**src/hw/rtl/fsba_map_ram.sv**
```systemverilog
// ----------------------------------------------------------------------------
// fsba_map_ram
// Bitmap store: one write port, one read port, registered read data.
// ----------------------------------------------------------------------------
`default_nettype none

module fsba_map_ram #(
	parameter int DEPTH = 64,
	parameter int WIDTH = 64
) (
	input  wire logic                     clk,
	input  wire logic                     we,
	input  wire logic [$clog2(DEPTH)-1:0] waddr,
	input  wire logic [WIDTH-1:0]         wdata,
	input  wire logic                     re,
	input  wire logic [$clog2(DEPTH)-1:0] raddr,
	output      logic [WIDTH-1:0]         rdata
);

	logic [WIDTH-1:0] mem [DEPTH];

	always_ff @(posedge clk) begin
		if (we) begin
			mem[waddr] <= wdata;
		end
	end

	always_ff @(posedge clk) begin
		if (re) begin
			rdata <= mem[raddr];
		end
	end

endmodule

`default_nettype wire

```
**config.mk**
```make
export PLATFORM = sky130hd
export DESIGN_NAME = fsba_map_ram
export DESIGN_NICKNAME = d
export VERILOG_FILES = /design/src/hw/rtl/fsba_map_ram.sv
export SDC_FILE = /design/constraint.sdc
export NUM_CORES = 2
export LEC_CHECK = 0
export ABC_CLOCK_PERIOD_IN_PS = 6300
export BUFFER_PORTS_ARGS = -buffer_cell sky130_fd_sc_hd__buf_4
export CORE_MARGIN = 2
export CORE_UTILIZATION = 57
export DETAILED_ROUTE_END_ITERATION = 7
export PLACE_DENSITY_LB_ADDON = 0.12
export SETUP_SLACK_MARGIN = 0.02
export SYNTH_ARGS = -nofsm -noshare
export SYNTH_HDL_FRONTEND = slang
export SYNTH_SLANG_ARGS = --single-unit
```
**constraint.sdc**
```tcl
create_clock -name clk -period 6.3 [get_ports clk]
set_clock_uncertainty 0.1 [all_clocks]
set_input_delay 0.315 -clock clk [delete_from_list [all_inputs] [get_ports clk]]
set_output_delay 0.315 -clock clk [all_outputs]
set_load 0.01 [all_outputs]
```
==> flow_summary_export.csv <==
group,metric,value,unit
worst_setup_path,rr_startpoint,"mem[55][43]",
die,fp.dieH,529,um
logic_synthesis,netlist.area_leader.share,79.6,%
die,row_count,192,
worst_setup_path,worstRegToRegCells,5,
clock_network,clock_sinks,4160,
final_layout,syn_to_final_growth,13.1,%
global_routing,grt_first_pass_wirelength,599000,um
place,pre_cts_ws,2.28,ns
worst_setup_path,timing.rr.end,"rdata[43]",
logic_synthesis,synth_nets,6677,
clock_network,cts_buffer_depth,4,
worst_hold_path,whs_endpoint,"rdata[0]",
die,die_area,280000,um^2
status,outcome,"complete, no violations",
worst_setup_path,critPathMaxStageDelay,1.12,ns
logic_synthesis,yosysTopAreaCell,"edfxtp_1",
worst_setup_path,required,6.76,ns
logic_synthesis,synth_cell_types,32,
logic_synthesis,ys_seq_area_share,79.6,%
power,power_density,325,nW/um^2
worst_setup_path,path_buf_inv,3,
worst_setup_path,cp.arrival,3.96,ns
power,ir_drop,0.305,mV
final_layout,fin_area,177000,um^2
global_routing,grt_pass1_vias,76308,
timing,tns,0,ns
clock_network,clkLatencyLatePin,0.98,ns
flow_run,maxCapViolCount,0,
power,leakagePower,55.4,nW
worst_setup_path,r2r_slack,3.85,ns
logic_synthesis,synth_area_leaders,"edfxtp_1 (80%), mux4_2 (15%), mux2i_1 (0.86%)",
global_routing,grt_max_degree,103,
global_routing,antenna_found_initial,36,
routing,dr.pass1.iters,5,
clock_network,path_clk_slew,0.06,ns
timing,worstMarginPinSlew,1.25,ns
routing,drc,0,
timing,rsz0062_at_grt,"no",
logic_synthesis,ys.flop_type,"edfxtp_1",
clock_network,cts_tree,"built",
timing,fin_crit,3.50,ns
final_layout,layout_commonest_cell,"edfxtp_1",
worst_setup_path,cp_top_family,"simple AND/OR/NAND/NOR gates",
place,portBuffers,142,
power,combPwrFrac,4.6,%
final_layout,nNetsFinal,7140,
place,dp_hpwl,228000,um
routing,drt_iter0_drc,11679,
worst_hold_path,min_from,"raddr[4]",
timing,setup_viol,0,
power,power.switching,12.2,mW
worst_setup_path,cpMaxStageDelayCell,"nor2_4",
worst_setup_path,endpoint_kind,"flip-flop",
timing,maxSlewViolCount,0,
timing,slew_headroom,16.4,%
global_routing,overflow,0,
clock_network,cts_buffers,413,
routing,viasPerCell,6.98,
place,gp_routability_congestion,0.806,
worst_hold_path,worstHoldPathType,"input pin to flip-flop",
routing,wl_per_cell,39.1,um
place,post_dp_cell_area,163000,um^2
logic_synthesis,yosys_register_bits,4160,
die,start_util,57.3,%
die,num_io_pins,143,
logic_synthesis,syn_area_per_cell,23.8,um^2
worst_hold_path,hold_path_depth,4,
worst_setup_path,path_common_cell,"buf_4",
die,core_area,274000,um^2
power,p_clk_share,42.0,%
logic_synthesis,synth_warnings,0,
worst_setup_path,start_kind,"input pin",
clock_network,cts_resized,0,
worst_setup_path,path_cells,"dlygate4sd3_1, buf_4, nor2_1, nand3_1, nor2_4, buf_4",
routing,ant_nets,0,
timing,finalCritPeriodShare,55.5,%
clock_network,cts_setup_buffers,0,
die,die_width,529,um
logic_synthesis,synthArstFlopShare,0,%
routing,vias,76838,
final_layout,drive_gt1_share,27.7,%
routing,wl,431000,um
timing,finalHoldViolations,0,
logic_synthesis,synth.cell_area,157000,um^2
global_routing,track_usage,31.1,%
power,p_seq_share,53.4,%
timing,max_freq,286,MHz
clock_network,ctsHtreeMaxLevel,5,
clock_network,cts_hold_buf,68,
power,swShare,21.2,%
final_layout,most-common-layout-cells,"edfxtp_1 (4,160), mux4_2 (1,024), clkbuf_16 (416)",
worst_setup_path,critical_path_class,"input pin to flip-flop",
logic_synthesis,syn_inst,6598,
timing,final.setup.worst_slack,2.80,ns
worst_setup_path,worstPathMaxFanout,31,
power,p_int,45.5,mW
logic_synthesis,synth_edf_count,4160,
clock_network,cts-root-buf,"clkbuf_16",
stage by stage:
stage / utilization (%) / power [mW] / std cells / hold WS (ns)
after CTS: 64.8 / 58.0 / 10992 / 0.0759
after global routing: 64.8 / 59.2 / 11000 / 0.151
final: 64.8 / 57.8 / 11008 / 0.148
after global placement: 59.7 / 34.0 / 10167 / 0.682
after detailed placement: 59.7 / 34.0 / 10167 / 0.667
after floorplan: - / 32.8 / 6598 / 0.314
worst min-delay path, stage by stage:
cell and delay [ns]:
buf_4 0.29, o221ai_1 0.19, o22ai_1 0.09, and3_1 0.14
worst max path at each step:
| stage | start | to | cells past startpoint |
|---|---|---|---|
| after floorplan | waddr[3] | mem[48][0] | 4 |
| after global placement | raddr[0] | rdata[48] | 7 |
| after detailed placement | raddr[0] | rdata[48] | 7 |
| after CTS | waddr[2] | mem[17][46] | 6 |
| after global routing | waddr[2] | mem[17][46] | 6 |
| final | waddr[2] | mem[17][46] | 6 |
flip-flops by register name, summed over array words and instances, names as in the netlist:
register / flops
mem: 4096
rdata: 64
power by group through the flow:
stage | clock network [mW] | logic, mW | registers [mW]
final | 24.3 | 2.68 | 30.8
after global routing | 25.6 | 2.82 | 30.8
after CTS | 24.5 | 2.69 | 30.8
after detailed placement | 0 | 2.64 | 31.4
after global placement | 0 | 2.59 | 31.4
after floorplan | 0 | 1.43 | 31.4
cell usage after synthesis (26+ instances only):
master and n:
edfxtp_1 4160, mux4_2 1024, buf_2 170, a22oi_1 168, clkbuf_1 140, mux2i_1 135, nor2_1 112, a22o_1 88
o22ai_1 83, and3_1 64, a211oi_1 63, nand2_1 58, nand3_1 45, o221ai_1 38, buf_4 34, or3_1 29
nor2b_1 28, or2_2 28, a41oi_1 26
cell families after synthesis:
| logic type | after synthesis | synth area share, % |
|---|---|---|
| AO/OA/AOI/OAI | 504 | 2.47 |
| buffers and inverters | 389 | 1.18 |
| flip-flops | 4160 | 79.6 |
| multiplexers | 1159 | 15.6 |
| AND/OR/NAND/NOR | 386 | 1.23 |
cell type report:
cell class              count  area (um^2)
diodes                     16         40.0
clock buffers             511        10800
clock inverters           246         2510
fillers                 17689        96400
inverters                  19         71.3
multi-input cells        2049        30800
flip-flops and latches   4160       125000
well taps                3589         4490
repair buffers            418         3910
routing by layer:
layer / vias up / global-route usage (%) / routed length [um]
met1: 42035 / 45.6 / 166000
met3: 662 / 5.39 / 43500
li1: 29492 / - / -
met4: 6 / 9.51 / 13500
met5: - / 0 / 39
met2: 4643 / 48.5 / 207000
No activity file was read; power rests on OpenSTA's default activity.
