`src/hw/rtl/fsba_pkg.sv`:
```
// ----------------------------------------------------------------------------
// fsba_pkg
// Shared field types and operation, status and register codes of the free
// sector bitmap allocator.
// ----------------------------------------------------------------------------
`default_nettype none

package fsba_pkg;

	localparam int SEC_W   = 12;
	localparam int TOTAL_W = 13;
	localparam int CFG_IDX_W = 2;

	typedef logic [2:0]          op_t;
	typedef logic [SEC_W-1:0]    sector_t;
	typedef logic [1:0]          status_t;
	typedef logic [CFG_IDX_W-1:0] cfg_idx_t;
	typedef logic [TOTAL_W-1:0]  cfg_data_t;

	localparam op_t OP_ALLOC  = 3'd0;
	localparam op_t OP_FREE   = 3'd1;
	localparam op_t OP_MARK   = 3'd2;
	localparam op_t OP_TEST   = 3'd3;
	localparam op_t OP_FORMAT = 3'd4;

	localparam status_t ST_OK      = 2'd0;
	localparam status_t ST_NOSPACE = 2'd1;
	localparam status_t ST_RANGE   = 2'd2;

	localparam cfg_idx_t REG_SECTOR_COUNT = 2'd0;
	localparam cfg_idx_t REG_FIRST_DATA   = 2'd1;

	localparam cfg_data_t TOTAL_RESET = 13'd4096;

endpackage

`default_nettype wire

```
`src/hw/rtl/fsba_locate.sv`:
```
// ----------------------------------------------------------------------------
// fsba_locate
// Split a sector number into map word index and bit offset: reciprocal
// multiply into a registered estimate, then one registered correction step.
// ----------------------------------------------------------------------------
`default_nettype none

module fsba_locate #(
	parameter int WORD_BITS = 64
) (
	input  wire logic                         clk,
	input  wire logic                         arst_n,
	input  wire logic                         in_vld,
	input  wire fsba_pkg::sector_t            in_sector,
	output      logic                         out_vld,
	output      fsba_pkg::sector_t            out_word,
	output      logic [$clog2(WORD_BITS)-1:0] out_bit
);
	import fsba_pkg::*;

	localparam int BW    = $clog2(WORD_BITS);
	localparam int SHIFT = SEC_W + 7;
	localparam int RECIP = (1 << SHIFT) / WORD_BITS;
	localparam int MW    = $clog2(RECIP + 1);

	logic [SEC_W+MW-1:0] prod;
	logic [SEC_W-1:0]    q_s1;
	sector_t             sec_s1;
	logic                vld_s1;
	logic [SEC_W-1:0]    rem;
	logic                over;

	// estimate is exact or one short
	assign prod = (SEC_W+MW)'(in_sector) * (SEC_W+MW)'(RECIP);
	assign rem  = sec_s1 - SEC_W'(q_s1 * WORD_BITS);
	assign over = rem >= SEC_W'(WORD_BITS);

	always_ff @(posedge clk or negedge arst_n) begin
		if (!arst_n) begin
			vld_s1  <= 1'b0;
			out_vld <= 1'b0;
		end else begin
			vld_s1  <= in_vld;
			out_vld <= vld_s1;
		end
	end

	always_ff @(posedge clk) begin
		q_s1   <= SEC_W'(prod >> SHIFT);
		sec_s1 <= in_sector;
		if (over) begin
			out_word <= q_s1 + SEC_W'(1);
			out_bit  <= BW'(rem - SEC_W'(WORD_BITS));
		end else begin
			out_word <= q_s1;
			out_bit  <= BW'(rem);
		end
	end

endmodule

`default_nettype wire

```
`config.mk`:
```
export PLATFORM = sky130hd
export DESIGN_NAME = fsba_locate
export DESIGN_NICKNAME = d
export VERILOG_FILES = /design/src/hw/rtl/fsba_pkg.sv /design/src/hw/rtl/fsba_locate.sv
export SDC_FILE = /design/constraint.sdc
export NUM_CORES = 1
export LEC_CHECK = 0
export ABC_AREA = 1
export BUFFER_PORTS_ARGS = -buffer_cell sky130_fd_sc_hd__buf_4
export CAP_MARGIN = 20
export CORE_MARGIN = 2
export CORE_UTILIZATION = 39
export CTS_CLUSTER_SIZE = 20
export DETAILED_ROUTE_END_ITERATION = 10
export GPL_ROUTABILITY_DRIVEN = 0
export MAX_ROUTING_LAYER = met4
export PLACE_DENSITY = 0.78
export REMOVE_ABC_BUFFERS = 1
export SYNTH_ARGS = -nofsm -noshare
export SYNTH_HDL_FRONTEND = slang
export SYNTH_SLANG_ARGS = --single-unit
```
`constraint.sdc`:
```
create_clock -name clk -period 0.8 [get_ports clk]
set_input_delay 0.04 -clock clk [delete_from_list [all_inputs] [get_ports clk]]
set_output_delay 0.04 -clock clk [all_outputs]
set_load 0.02 [all_outputs]
```
==> results of run 1 <==
how the worst max path moves through the flow:
stage | startpoint | end | slack (ps) | depth (start not counted)
after global placement | out_vld | out_vld | 280 | 1
after detailed placement | out_vld | out_vld | 240 | 1
final | out_vld | out_vld | -80 | 1
after CTS | out_vld | out_vld | -100 | 1
after floorplan | out_vld | out_vld | 340 | 0
after global routing | out_vld | out_vld | -120 | 1
metrics by stage:
stage	total power (W)	worst slack, ps	hold slack (ps)
floorplan	0.00148	344	-256
global placement	0.00158	275	-178
detailed placement	0.00159	243	-178
CTS	0.00251	-99.2	29.7
global route	0.00258	-117	64.4
finish	0.00250	-79.2	61.3
cell families (layout without fill, tap and decap cells):
| group | count (synthesis) | count (layout) |
|---|---|---|
| other cells | 1 | 6 |
| flops | 26 | 26 |
| buf+inv | 6 | 45 |
placed cells by master, fill, tap and decap left out:
| master | instances |
|---|---|
| bufinv_16 | 1 |
| conb_1 | 6 |
| buf_4 | 14 |
| dfrtp_1 | 2 |
| dfxtp_1 | 12 |
| clkbuf_4 | 3 |
| dlygate4sd3_1 | 14 |
| dfxtp_2 | 12 |
| buf_6 | 13 |
state kept, by name (all words and copies together), names as in the netlist:
register	flops
sec_s1	11
out_word	6
out_bit	6
q_s1	1
vld_s1	1
out_vld	1
final cells by class:
class	instances	area, um2	area share (%)
Clock buffer	3	22.5	2.18
Clock inverter	1	30.0	2.91
Tap cell	15	18.8	1.82
Multi-Input combinational cell	6	22.5	2.18
Timing Repair Buffer	41	392	38.0
Sequential cell	26	546	52.9
layer usage:
| layer | track usage, % | routed length [um] | share of wire [%] |
|---|---|---|---|
| met1 | 12.0 | 391 | 35 |
| met4 | 1.88 | 0 | 0 |
| met2 | 26.5 | 627 | 56 |
| met5 | - | 0 | 0 |
| met3 | 5.17 | 111 | 9.8 |
what timing repair did:
item                       in CTS  in global routing
resized for setup              25                  0
hold endpoints to repair       15                  0
setup endpoints to repair      13                 13
hold buffers                   14                  0
buffers inserted                0                  0
power groups by stage:
stage / logic, W / clock network [W] / registers [W]
floorplan: 0.0000243 / 0 / 0.00145
global placement: 0.000172 / 0 / 0.00141
detailed placement: 0.000174 / 0 / 0.00141
CTS: 0.000250 / 0.000865 / 0.00139
global route: 0.000269 / 0.000914 / 0.00140
finish: 0.000256 / 0.000843 / 0.00140
==> results.json, run 1 <==
{
  "synthXorXnorAreaFrac_pct": 0,
  "synth_compound_area_share_pct": 0,
  "antenna_found_initial": 0,
  "path_buf_inv": 1,
  "h-tree-depth": 1,
  "combPwrFrac_pct": 10.2,
  "cp_top_family": "flip-flops",
  "p_leak_nw": 0.478,
  "final_nets": 93,
  "synth-seq-cells": 26,
  "antenna_cells": 0,
  "synthMuxAreaShare_pct": 0,
  "synthCells": 33,
  "synth_simple_gate_area_share_pct": 0,
  "initial_utilization_pct": 42.9,
  "max_freq_mhz": 1140,
  "synth-edff-count": 0,
  "synth_top_area_share_pct": 82.9,
  "drv_cap": 0,
  "setup_viol": 8,
  "final.setup.tns_ps": -105,
  "synthArstFlopShare_pct": 7.69,
  "cp-end-kind": "output pin",
  "violations": "setup timing",
  "synth_area_um2": 579,
  "clk_path_buf_depth": 2,
  "crit_type": "register to output pin",
  "grt-ovfl-total": 0,
  "drc": 0,
  "place_inst": 74,
  "ys_seq_area_share_pct": 91.6,
  "yosysTopAreaCell": "dfxtp_1",
  "synth_cell_types": 4,
  "wl_per_cell_um": 12.3,
  "grt_setup_unrepaired": "true",
  "reg2reg_to": "out_vld",
  "row_count": 13,
  "syn_to_final_growth_pct": 78.0,
  "cts.sinks": 26,
  "drive_gt1_share_pct": 55.8,
  "fin_skew_ps": 7.90,
  "io_pins": 34,
  "core_mm2": 0.00135,
  "clock_power_share_pct": 33.8,
  "switching_share_pct": 18.8,
  "cts_buffers": 3,
  "synthAdderAreaFrac_pct": 0,
  "grt_use_total_pct": 13.4,
  "path_clk_slew_ps": 120,
  "r2r-start": "vld_s1",
  "grt_max_degree": 16,
  "period_share_pct": 110,
  "fill_cells": 78,
  "cp_cell_sequence": "buf_6",
  "viasPerCell": 3.85,
  "port_buffers": 27,
  "synth_common_cells": "dfxtp_1, buf_4, dfrtp_1",
  "critPathLaunchType": "register",
  "fin_cells": 92,
  "reg2reg_slack_ps": 330,
  "postPlaceCellArea_um2": 774,
  "peakVddDrop_mv": 2.02,
  "status": "finished with violations",
  "grt_pass1_wl_mm": 1.66,
  "ant_nets": 0,
  "first_pass_iters": 2,
  "cp_max_fo": 1,
  "max_stage_delay_ps": 410,
  "setup_ws_ps": -79.2,
  "required_ps": 760,
  "drtIter0Drc": 2,
  "die_height_um": 42.5,
  "yosys_warnings": 0,
  "switchingPower_w": 0.000468,
  "clk_latency_ps": 300,
  "synth_most_common_cell": "dfxtp_1",
  "p_int_w": 0.00203,
  "min_period_ps": 879,
  "min_path_type": "input pin to async pin",
  "r2r_cells": 0,
  "cts_root_buf": "clkbuf_4",
  "avgSynthCellArea_um2": 17.6,
  "seqPwrFrac_pct": 56.0,
  "dieWidth_um": 42.5,
  "slowest_stage": "dfrtp_1",
  "slew_viol_final": 0,
  "final_util_pct": 76.4,
  "drt_wl_total_mm": 1.13,
  "synth.top_cells.by_area": "dfxtp_1, dfrtp_1, buf_4",
  "synthFlopType": "dfxtp_1",
  "fin_area_mm2": 0.00103,
  "dieArea_mm2": 0.00181,
  "cp.arrival_ps": 840,
  "finalHoldViolCount": 0,
  "synth_top_family_by_area": "buffers and inverters",
  "via_count": 354,
  "p_per_area_mw_per_mm2": 2420,
  "cts_tree": "yes",
  "grt_pass1_vias": 359
}
Power figures use the tool's default switching activity.
==> run 2, diff against run 1 <==
--- a/config.mk
+++ b/config.mk
@@ -15,7 +15,7 @@
 export GPL_ROUTABILITY_DRIVEN = 0
 export MAX_ROUTING_LAYER = met4
 export PLACE_DENSITY = 0.78
-export REMOVE_ABC_BUFFERS = 1
+export SKIP_LAST_GASP = 1
 export SYNTH_ARGS = -nofsm -noshare
 export SYNTH_HDL_FRONTEND = slang
 export SYNTH_SLANG_ARGS = --single-unit
==> run 2 against run 1 <==
Net effect:
- the run still ends with setup timing left
- via count grew 3.4%
- non-clock buffer count is the same
- setup slack lost 4.0 ps
- first-iteration DRC count shrank 50%
- sequential power is essentially flat
- power grew 0.82%
- sequential cell count is the same
- sequential share of layout area is the same
- hold slack lost 8.4 ps
- critical path type unchanged
==> results.json, run 2 (same netlist as run 1, synthesis figures left out) <==
{
  "grt_max_degree": 16,
  "via_count": 366,
  "seqCellArea_um2": 546,
  "ant_nets": 0,
  "cts_buffers": 3,
  "p_leak_nw": 0.478,
  "cp_max_fo": 1,
  "layout_common_cells": "dlygate4sd3_1, buf_4, buf_6",
  "regMostFlops": "sec_s1",
  "cts_root_buf": "clkbuf_4",
  "grt_pass1_wl_mm": 1.79,
  "grt-busiest-layer": "met2",
  "max_freq_mhz": 1130,
  "total_power_w": 0.00252,
  "met1_usage_pct": 11.2,
  "dieArea_mm2": 0.00181,
  "status": "finished with violations",
  "grt-ovfl-total": 0,
  "reg2reg_to": "out_vld",
  "r2r-start": "vld_s1",
  "dieWidth_um": 42.5,
  "cp_cell_sequence": "buf_6",
  "port_buffers": 27,
  "die_height_um": 42.5,
  "drt_wl_total_mm": 1.10,
  "path_clk_slew_ps": 120,
  "syn_to_final_growth_pct": 78.0,
  "fin_skew_ps": 4.82,
  "reg_top3": "sec_s1: 11 flops, out_bit: 6 flops, out_word: 6 flops",
  "io_pins": 34,
  "core_mm2": 0.00135,
  "slowest_stage": "dfrtp_1",
  "antenna_found_initial": 0,
  "max_stage_delay_ps": 400,
  "final_nets": 93,
  "finalHoldViolCount": 0,
  "crit_type": "register to output pin",
  "cp-end-kind": "output pin",
  "grt_use_total_pct": 14.9,
  "violations": "setup timing",
  "critPathLaunchType": "register",
  "largest_reg_flops": 11,
  "wl_per_cell_um": 11.9,
  "viasPerCell": 3.98,
  "postPlaceCellArea_um2": 774,
  "hold_slack_ps": 52.8,
  "cp.depth": 1,
  "setup_viol": 13,
  "setup_ws_ps": -83.1,
  "cts.sinks": 26,
  "drc": 0,
  "cp_top_family": "flip-flops",
  "p_per_area_mw_per_mm2": 2440,
  "row_count": 13,
  "drtIter0Drc": 1,
  "met2_usage_pct": 29.2,
  "multiInputGateArea_um2": 22.5,
  "drive_gt1_share_pct": 55.8,
  "path_buf_inv": 1,
  "hpwl_um": 610,
  "slew_viol_final": 0,
  "r2r_cells": 0,
  "min_path_type": "input pin to async pin",
  "cp.arrival_ps": 840,
  "grt_setup_unrepaired": "true",
  "peakVddDrop_mv": 1.47,
  "clk_latency_ps": 320,
  "first_pass_iters": 2,
  "grt_pass1_vias": 391,
  "period_share_pct": 110,
  "required_ps": 760,
  "fin_area_mm2": 0.00103,
  "drv_cap": 0,
  "fill_cells": 99,
  "final.setup.tns_ps": -272,
  "grtUsageMet3_pct": 5.60,
  "clk_path_buf_depth": 2,
  "cts_tree": "yes",
  "initial_utilization_pct": 42.9,
  "min_period_ps": 883,
  "reg2reg_slack_ps": 320,
  "h-tree-depth": 1,
  "antenna_cells": 0
}
==> run 2: cell counts in the layout (fill, tap and decap cells not counted) <==
No cell type changed its count.
==> run 2: layout make-up <==
class / count / area share, %
Clock inverter: 1 / 2.91
Clock buffer: 3 / 2.18
Tap cell: 15 / 1.82
Multi-Input combinational cell: 6 / 2.18
Timing Repair Buffer: 41 / 38.0
Sequential cell: 26 / 52.9
==> run 2: worst max-delay path by stage <==
stage                        from      end  slack (ps)
final                     out_vld  out_vld         -80
after global routing      out_vld  out_vld        -120
after CTS                 out_vld  out_vld         -90
after detailed placement  out_vld  out_vld         260
after global placement    out_vld  out_vld         270
after floorplan           out_vld  out_vld         340
==> run 2: report_power, final <==
group	internal (W)	switching, W
Sequential	0.00137	0.0000247
Combinational	0.000149	0.000103
Clock	0.000507	0.000360
==> run 2: metal layers <==
metal  part of all wire (%)  wire length, um
met1                     28              312
met2                     63              690
met3                    7.7               85
met4                    1.0               11
met5                      0                0
==> run 2: through the flow <==
stage / instances / setup WS (ps) / utilization, %
detailed placement: 74 / 258 / 57.4
floorplan: 38 / 344 / -
global placement: 74 / 274 / 57.4
finish: 92 / -83.1 / 76.4
global route: 92 / -118 / 76.4
CTS: 92 / -92.8 / 76.4
==> run 2: timing repair <==
action	4_1_cts	5_1_grt
gates resized for setup	25	0
buffers inserted	0	0
hold buffers	14	0
cloned	0	0
endpoints found under the setup margin	13	13
endpoints found under the hold margin	15	0
==> run 3, diff against run 2 <==
--- a/config.mk
+++ b/config.mk
@@ -15,6 +15,7 @@
 export GPL_ROUTABILITY_DRIVEN = 0
 export MAX_ROUTING_LAYER = met4
 export PLACE_DENSITY = 0.78
+export RECOVER_POWER = 25
 export SKIP_LAST_GASP = 1
 export SYNTH_ARGS = -nofsm -noshare
 export SYNTH_HDL_FRONTEND = slang
==> run 3 against run 2 <==
Net effect:
- the run still ends with setup timing left
- setup slack about the same
- critical path depth unchanged
- power barely moved
- sequential cell count stayed put
- combinational power barely moved
==> results.json, run 3 (same netlist as run 1, synthesis figures left out) <==
{
  "max_stage_delay_ps": 400,
  "p_leak_nw": 0.474,
  "slowest_stage": "dfrtp_1",
  "h-tree-depth": 1,
  "path_clk_slew_ps": 120,
  "max_freq_mhz": 1130,
  "ant_nets": 0,
  "grt_pass1_wl_mm": 1.79,
  "switchingPower_w": 0.000488,
  "drt_wl_total_mm": 1.09,
  "cp.arrival_ps": 840,
  "setup_ws_ps": -83.1,
  "clk_latency_ps": 320,
  "min_period_ps": 883,
  "period_share_pct": 110,
  "grt-ovfl-total": 0,
  "setup_viol": 13,
  "cts.sinks": 26,
  "cp_max_fo": 1,
  "total_power_w": 0.00251,
  "cp.depth": 1,
  "status": "finished with violations",
  "hold_slack_ps": 47.1,
  "reg2reg_to": "out_vld",
  "crit_type": "register to output pin",
  "port_buffers": 27,
  "met3_length_um": 85,
  "violations": "setup timing",
  "min_path_type": "input pin to async pin",
  "core_mm2": 0.00135,
  "layout_commonest_cell": "dlygate4sd3_1",
  "met1_length_um": 307,
  "via_count": 366,
  "cts_tree": "yes",
  "hpwl_um": 610,
  "grt_use_total_pct": 14.9,
  "combPwrFrac_pct": 10.0,
  "cp_top_family": "flip-flops",
  "dieArea_mm2": 0.00181,
  "grt_setup_unrepaired": "true",
  "required_ps": 760,
  "seqPwrFrac_pct": 55.6,
  "dieWidth_um": 42.5,
  "clock_power_share_pct": 34.5,
  "regMostFlops": "sec_s1",
  "layout_common_cells": "dlygate4sd3_1, buf_4, buf_6",
  "p_int_w": 0.00203,
  "drc": 0,
  "fin_skew_ps": 4.82,
  "fin_area_mm2": 0.00103,
  "slew_viol_final": 0,
  "viasPerCell": 3.98,
  "antenna_cells": 0,
  "wl_met2_um": 690,
  "row_count": 13,
  "antenna_found_initial": 0,
  "clk_path_buf_depth": 2,
  "grt_pass1_vias": 391,
  "io_pins": 34,
  "first_pass_iters": 2,
  "r2r-start": "vld_s1",
  "wl_per_cell_um": 11.9,
  "startpoint": "out_vld",
  "cts_root_buf": "clkbuf_4",
  "grt_max_degree": 16,
  "p_per_area_mw_per_mm2": 2450,
  "switching_share_pct": 19.4,
  "syn_to_final_growth_pct": 77.3,
  "finalHoldViolCount": 0,
  "final_util_pct": 76.1,
  "cp-end-kind": "output pin",
  "path_buf_inv": 1,
  "critPathLaunchType": "register",
  "drv_cap": 0,
  "initial_utilization_pct": 42.9,
  "postPlaceCellArea_um2": 774,
  "final.setup.tns_ps": -272,
  "peakVddDrop_mv": 1.47,
  "drive_gt1_share_pct": 54.5,
  "r2r_cells": 0,
  "highest_layer": "met4",
  "final_nets": 93,
  "reg2reg_slack_ps": 330,
  "reg_top3": "sec_s1: 11 flops, out_bit: 6 flops, out_word: 6 flops",
  "cp_cell_sequence": "buf_6",
  "largest_reg_flops": 11,
  "drtIter0Drc": 1,
  "cp-endpoint": "out_vld",
  "cts_buffers": 3,
  "die_height_um": 42.5
}
[run 3: cell types whose count changed in the layout (fill, tap and decap cells not counted)]
cell / before / now
buf_4: 14 / 13
clkbuf_1: 0 / 1
[run 3: worst min path at each step]
| stage | start | to | slack [ps] | depth (start not counted) |
|---|---|---|---|---|
| CTS | arst_n | out_vld | 30 | 2 |
| detailed placement | arst_n | vld_s1 | -170 | 1 |
| global route | arst_n | out_vld | 60 | 2 |
| floorplan | arst_n | out_vld | -260 | 0 |
| global placement | arst_n | vld_s1 | -180 | 1 |
| finish | arst_n | out_vld | 50 | 2 |
[run 3: layer usage]
layer | track usage, % | up-vias
li1 | - | 173
met1 | 11.2 | 171
met2 | 29.2 | 20
met3 | 5.60 | 2
met4 | 7.50 | 0
met5 | - | -
[run 3: cell type report]
cell class                 count  area [um2]
sequential                    26         546
timing repair buffer          41         388
fill                         101         323
clock inverter                 1        30.0
multi-input combinational      6        22.5
clock buffer                   3        22.5
tap                           15        18.8
[run 3: power groups by stage]
stage | combinational [W] | sequential, W | clock [W]
floorplan | 0.0000469 | 0.00145 | 0
global placement | 0.000172 | 0.00141 | 0
detailed placement | 0.000174 | 0.00141 | 0
CTS | 0.000250 | 0.00140 | 0.000879
global route | 0.000264 | 0.00140 | 0.000936
finish | 0.000250 | 0.00140 | 0.000867
[run 3: what timing repair did]
| action | in CTS | in global routing |
|---|---|---|
| setup endpoints to repair | 13 | 13 |
| resized for setup | 25 | 0 |
| hold buffers | 14 | 0 |
| endpoints found under the hold margin | 15 | 0 |
| buffers inserted | 0 | 0 |
[run 3: through the flow]
step,setup WS (ps),cells
6_report,-83.1,92
2_1_floorplan,344,38
5_1_grt,-118,92
3_5_place_dp,258,74
3_3_place_gp,274,74
4_1_cts,-92.8,92
